### config.mk
export PLATFORM = sky130hd
export DESIGN_NAME = lzr_ctrl
export DESIGN_NICKNAME = d
export VERILOG_FILES = /design/src/rtl/lzr_pkg.sv /design/src/rtl/lzr_ctrl.sv
export SDC_FILE = /design/constraint.sdc
export NUM_CORES = 1
export LEC_CHECK = 0
export BUFFER_PORTS_ARGS = -buffer_cell sky130_fd_sc_hd__buf_4
export CAP_MARGIN = 20
export CORE_AREA = 2 2 39 41
export CTS_BUF_LIST = sky130_fd_sc_hd__clkbuf_8
export DETAILED_ROUTE_END_ITERATION = 10
export DIE_AREA = 0 0 41 43
export GPL_TIMING_DRIVEN = 0
export PLACE_DENSITY = 0.71
export SLEW_MARGIN = 15
export SYNTH_ARGS = -nofsm -noshare
export SYNTH_HDL_FRONTEND = slang
export SYNTH_SLANG_ARGS = --single-unit
### constraint.sdc
create_clock -name i_clk -period 1.95 [get_ports i_clk]
set_input_delay 0.4875 -clock i_clk [delete_from_list [all_inputs] [get_ports i_clk]]
set_output_delay 0.4875 -clock i_clk [all_outputs]
set_load 0.05 [all_outputs]
### src/rtl/lzr_pkg.sv
// lzr_pkg: shared constants, state and phase types, and the command and
// status words passed between the LZSS decoder controller and datapath.
// No dependencies.
package lzr_pkg;

    localparam int WIN_SIZE = 4096;
    localparam int WIN_AW   = $clog2(WIN_SIZE);
    localparam int CNT_W    = 24;
    localparam int REM_W    = 5;

    localparam logic [CNT_W-1:0]  LIMIT_RST    = '1;
    localparam logic [CNT_W-1:0]  WIN_SIZE_CNT = CNT_W'(WIN_SIZE);
    localparam logic [WIN_AW-1:0] WP_START     = WIN_AW'(12'hFEE % WIN_SIZE);
    localparam logic [7:0]        FILL_BYTE    = 8'h20;
    localparam logic [REM_W-1:0]  MATCH_BIAS   = REM_W'(3);

    typedef enum logic [1:0] {
        PH_FLAG,
        PH_TOKEN,
        PH_MATCH
    } t_phase;

    typedef enum logic [2:0] {
        ST_IDLE,
        ST_DEC,
        ST_LIT,
        ST_RD,
        ST_WR,
        ST_OVF,
        ST_DONE
    } t_state;

    typedef struct packed {
        logic load_in;
        logic set_flags;
        logic set_low;
        logic start_copy;
        logic issue_rd;
        logic emit_lit;
        logic emit_copy;
        logic emit_ovf;
        logic emit_done;
        logic rearm;
    } t_cmd;

    typedef struct packed {
        t_phase phase;
        logic   flag0;
        logic   halted;
        logic   in_last;
        logic   at_limit;
        logic   copy_end;
        logic   out_free;
    } t_stat;

endpackage

### src/rtl/lzr_ctrl.sv
// lzr_ctrl: sequencing state machine of the LZSS decoder.
// Depends on lzr_pkg (t_state, t_cmd, t_stat).
module lzr_ctrl (
    input  logic          i_clk,
    input  logic          i_rst_n,
    input  logic          i_src_valid,
    output logic          o_src_stall,
    input  lzr_pkg::t_stat i_stat,
    output lzr_pkg::t_cmd  o_cmd
);
    import lzr_pkg::*;

    t_state r_state;
    t_state n_state;

    always_ff @(posedge i_clk) begin
        if (!i_rst_n) begin
            r_state <= ST_IDLE;
        end else begin
            r_state <= n_state;
        end
    end

    always_comb begin
        n_state = r_state;
        o_cmd   = '0;
        case (r_state)
            ST_IDLE: begin
                if (i_src_valid) begin
                    o_cmd.load_in = 1'b1;
                    n_state       = ST_DEC;
                end
            end
            ST_DEC: begin
                if (i_stat.halted) begin
                    o_cmd.rearm = i_stat.in_last;
                    n_state     = ST_IDLE;
                end else begin
                    case (i_stat.phase)
                        PH_FLAG: begin
                            o_cmd.set_flags = 1'b1;
                            n_state = i_stat.in_last ? ST_DONE : ST_IDLE;
                        end
                        PH_TOKEN: begin
                            if (i_stat.flag0) begin
                                n_state = i_stat.at_limit ? ST_OVF : ST_LIT;
                            end else begin
                                o_cmd.set_low = 1'b1;
                                n_state = i_stat.in_last ? ST_DONE : ST_IDLE;
                            end
                        end
                        PH_MATCH: begin
                            o_cmd.start_copy = 1'b1;
                            n_state          = ST_RD;
                        end
                        default: begin
                            n_state = ST_IDLE;
                        end
                    endcase
                end
            end
            ST_LIT: begin
                if (i_stat.out_free) begin
                    o_cmd.emit_lit = 1'b1;
                    n_state = i_stat.in_last ? ST_DONE : ST_IDLE;
                end
            end
            ST_RD: begin
                if (i_stat.at_limit) begin
                    n_state = ST_OVF;
                end else begin
                    o_cmd.issue_rd = 1'b1;
                    n_state        = ST_WR;
                end
            end
            ST_WR: begin
                if (i_stat.out_free) begin
                    o_cmd.emit_copy = 1'b1;
                    if (i_stat.copy_end) begin
                        n_state = i_stat.in_last ? ST_DONE : ST_IDLE;
                    end else begin
                        n_state = ST_RD;
                    end
                end
            end
            ST_OVF: begin
                if (i_stat.out_free) begin
                    o_cmd.emit_ovf = 1'b1;
                    o_cmd.rearm    = i_stat.in_last;
                    n_state        = ST_IDLE;
                end
            end
            ST_DONE: begin
                if (i_stat.out_free) begin
                    o_cmd.emit_done = 1'b1;
                    o_cmd.rearm     = 1'b1;
                    n_state         = ST_IDLE;
                end
            end
            default: begin
                n_state = ST_IDLE;
            end
        endcase
    end

    assign o_src_stall = (r_state != ST_IDLE);

    // copy byte always follows its RAM read
    a_wr_after_rd: assert property (@(posedge i_clk) disable iff (!i_rst_n)
        (r_state == ST_WR && $past(r_state) != ST_WR) |-> $past(r_state) == ST_RD)
        else $error("copy emit without preceding read");

    // an accepted word is always decoded next
    a_accept_dec: assert property (@(posedge i_clk) disable iff (!i_rst_n)
        (i_src_valid && !o_src_stall) |=> r_state == ST_DEC)
        else $error("accepted word not decoded");

endmodule

-- Yosys cells after proc, flatten, opt, wreduce, memory -nomap -nowiden
Index checks and enable logic that the tools add are counted.
- flip-flop bits (word level): 3
- bits of input ports: 11
- logic and storage cells: 49
- equal/unequal tests: 12
- muxes and demuxes: 31
- reductions and logical operators: 5
- operators by type and width (kind ; count):
    2-to-1 mux 3 bit ; 11
    one-hot mux 3 bit (6 select lines) ; 1
    2-to-1 mux 1 bit ; 16
    equality test 3 bit, second input constant ; 3
    one-hot mux 3 bit (3 select lines) ; 1
    equality test 3 x 2 -> 1 bit, second input constant ; 2
    != test 2 bit, second input constant ; 3
    AND reduction 4 bit ; 1
    equality test 3 x 1 -> 1 bit, second input constant ; 1
    logical NOT 3 bit ; 1
    one-hot mux 1 bit (3 select lines) ; 1
    nonzero test 3 bit ; 1
    equality test 2 x 1 -> 1 bit, second input constant ; 1
    equality test 2 bit, second input constant ; 1
    logical NOT 2 bit ; 1
    2-to-1 mux 2 bit ; 1
    != test 2 x 1 -> 1 bit, second input constant ; 1
    OR reduction 2 bit ; 1

-- Longest topological paths before layout
- depth after elaboration: 5
- depth in mapped cells: 5

-- Worst setup path before layout
OpenSTA, ideal clock, no wires.
- path type: input to output
- start point: input i_stat[4] in the netlist's numbering
- end point: output o_cmd[7] in the netlist's numbering
- arrival time: 2.657 ns
- required time: 1.462 ns
- setup slack: -1.194 ns
- stages: 2
- path through: or4b_4 nor4b_1
- RTL lines (item ; line ; text):
    from (decl) ; lzr_ctrl.sv:8 ; input lzr_pkg::t_stat i_stat,
    to (decl) ; lzr_ctrl.sv:9 ; output lzr_pkg::t_cmd o_cmd

==> flow_metrics.py <==
metrics = {
    "run_status": {
        "status": "finished with violations",
        "violations": "negative setup slack",
    },
    "pwr": {
        "p_clk_share_pct": 42.1,
        "sw_frac_of_total_pct": 33.9,
        "p_int_w": 0.000271,
        "power_frac_seq_pct": 18.3,
        "power_frac_comb_pct": 39.5,
        "total_power_w": 0.000410,
        "worst_ir_drop_vdd_v": 0.000537,
        "power_density_mw_per_mm2": 536,
        "switchingPower_w": 0.000139,
        "p_leak_nw": 0.352,
    },
    "timing": {
        "skew_ns": 0.000736,
        "layout_setup_ws_ns": -0.129,
        "maxSlewHeadroom_pct": 71.6,
        "slew_viol_final": 0,
        "rsz0062_at_grt": "true",
        "max_freq_ghz": 0.481,
        "setup_violations": 3,
        "final.min_clock_period_ns": 2.08,
        "hold_violations": 0,
        "whs_ns": 0.544,
        "totalNegativeSetupSlack_ns": -0.303,
        "min_period_over_period_pct": 107,
        "tightest_slew_ns": 0.425,
    },
    "finish": {
        "multi_input_area_um2": 387,
        "n_fill_cell": 141,
        "largest_register_ffs": 3,
        "nets": 105,
        "largest_register": "r_state",
        "area_growth_pct": 71.6,
        "antenna_cells": 0,
        "final_cells": 109,
        "top_regs": "r_state (3)",
        "seqCellArea_um2": 68.8,
        "drive_above_1_share_pct": 46.2,
    },
    "setup_path": {
        "worst-path-buf-inv": 2,
        "max_stage_delay_ns": 0.58,
        "path_cells": "buf_6 -> or4b_4 -> nor4b_4 -> buf_6",
        "worstPathRequired_ns": 1.46,
        "path_delay_family": "simple AND/OR/NAND/NOR gates",
        "cp.arrival_ns": 1.59,
        "start_kind": "input port",
        "cp_common_cell": "buf_6",
        "crit_type": "input port to output pin",
        "cp-end-kind": "output pin",
        "crit_slowest_cell": "or4b_4",
        "cp_max_fo": 4,
    },
    "floorplanning": {
        "die_w_um": 41,
        "die_h_um": 43,
        "io_pins": 22,
        "start_util_pct": 32.2,
        "die-area_mm2": 0.00176,
        "rows": 14,
        "fp.coreArea_mm2": 0.00138,
    },
    "drt": {
        "dr_total_vias": 587,
        "antenna_left": 0,
        "drt-pass1-iter-count": 4,
        "drt_iter0_drc": 15,
        "drcViolationCount": 0,
        "wl_per_cell_um": 12.1,
        "vias_per_cell": 5.39,
        "wl_um": 1320,
    },
    "global_route": {
        "antenna_found_initial": 0,
        "overflow": 0,
        "grt_pass1_vias": 501,
        "grt_pass1_wl_um": 2100,
        "grt_max_degree": 11,
        "grt_usage_pct": 17.1,
    },
    "placed_design": {
        "port_buffers": 20,
        "place_hpwl_um": 975,
        "pre_cts_ws_ns": -0.134,
        "dp_cells": 102,
        "place.gp.congestion": 0.790,
    },
    "clock_tree": {
        "ctsLongestPathBuffers": 2,
        "clock_sinks": 3,
        "clock_latency_ns": 0.21,
        "tritoncts": "done",
        "cts_max_level": 1,
        "cts-root-buf": "clkbuf_8",
        "cts_buffers": 3,
        "path_clk_slew_ns": 0.03,
    },
    "synth": {
        "syn-instance-count": 66,
        "synthTopCellsByCount": "6 x a21oi_1, 5 x nand2_1, 5 x nor3_1",
        "ys_warn_count": 0,
        "yosysMostFrequentCell": "a21oi_1",
        "synth.avg_cell_area_um2": 6.75,
        "yosys.area.top_type_share_pct": 13.5,
        "synth.area.top_cells": "dfxtp_1 13%, a21oi_1 6.7%, and3_1 5.6%, nor3_1 5.6%, mux2i_1 4.5%",
        "syn_area_um2": 445,
        "synth.net_count": 77,
        "synth_ff_type": "dfxtp_1",
        "synth.distinct_cells": 30,
        "synth_top_area_cell": "dfxtp_1",
        "ys_ff_latch": 3,
        "synth_edf_count": 0,
        "async_flop_share_pct": 0,
        "yosysSeqAreaShare_pct": 13.5,
    },
    "run": {
        "maxCapViolCount": 0,
    },
    "worst_hold_path": {
        "min_path_type": "input port to register",
    },
}
==> worst register-to-register path: stages (launching register included) <==
cell	delay, ns
dfxtp_2	0.34
or4b_4	0.58
nor3b_4	0.22
buf_4	0.13
buf_4	0.09
a2111oi_1	0.04
o21ai_1	0.14
==> logic make-up after synthesis <==
group	count (synthesis)	synth area share, %
buffers and inverters	9	9.27
and+or+nand+nor	30	40.7
adders and majority gates	1	2.25
AOI/OAI and AO/OA	21	29.8
DFF	3	13.5
muxes	2	4.49
==> final cells by class <==
class	instances	share of cell area (%)
sequential	3	9.00
clock inverter	1	0.491
buffer	4	3.44
timing repair buffer	24	26.5
multi-input combinational	54	50.6
inverter	4	1.96
tap	16	2.62
clock buffer	3	5.40
==> metrics by stage <==
| step | utilization (%) | instance area (um2) |
|---|---|---|
| final | 55.2 | 764 |
| after global placement | 47.4 | 656 |
| after detailed placement | 47.4 | 656 |
| after CTS | 52.8 | 731 |
| after floorplan | - | 485 |
| after global routing | 55.2 | 764 |
==> metal layers <==
metal	vias up	track usage (%)	wire length [um]
li1	296	-	-
met3	0	6.81	119
met1	260	21.3	554
met2	31	26.6	644
met4	0	4.00	0
met5	-	0	0
==> path summary, 6_finish.rpt <==
path	startpoint	to	slack (ns)	cells past startpoint
hold / removal	i_rst_n	r_state[1]	0.54	3
setup / recovery	i_stat[4]	o_cmd[7]	-0.13	4
hold reg to reg	r_state[1]	r_state[0]	0.68	3
setup reg to reg	r_state[2]	r_state[0]	0.32	6
==> power groups by stage <==
stage | Combinational (W) | Clock (W) | Sequential (W)
4_1_cts | 0.000154 | 0.000180 | 0.0000755
5_1_grt | 0.000175 | 0.000189 | 0.0000759
6_report | 0.000162 | 0.000173 | 0.0000751
2_1_floorplan | 0.000103 | 0 | 0.0000711
3_5_place_dp | 0.000151 | 0 | 0.0000735
3_3_place_gp | 0.000150 | 0 | 0.0000733
==> what timing repair did <==
item	CTS	global route
cloned	0	0
hold buffers	0	0
hold endpoints to repair	0	0
setup buffers	3	1
resized for setup	7	19
setup endpoints to repair	6	8
pin swaps	3	1
==> placed cells by master (no fill, tap or decap) <==
cell type and n:
clkbuf_8 3, a221o_1 1, a211oi_1 1, or4b_4 1, nor3_2 1, nor4b_4 1, nand4_1 1, o21ai_0 4
inv_1 5, and2_1 2, a2111oi_1 1, o21ai_1 2, buf_6 5, nand2_1 5, nor2b_2 1, nor3_1 4
dfxtp_2 1, or3_4 1, nor2_4 1, nor2b_1 2, o31ai_1 1, nor3b_4 1, and3_4 1, a21oi_1 6
a21o_1 1, or2_4 1, buf_8 1, nor2_1 3, mux2i_1 2, and3_1 3, o221ai_1 1, o311ai_0 1
nand2b_1 1, clkbuf_2 1, buf_4 19, dfxtp_4 2, a31oi_1 2, buf_2 2, maj3_1 1
Power figures use the tool's default switching activity.
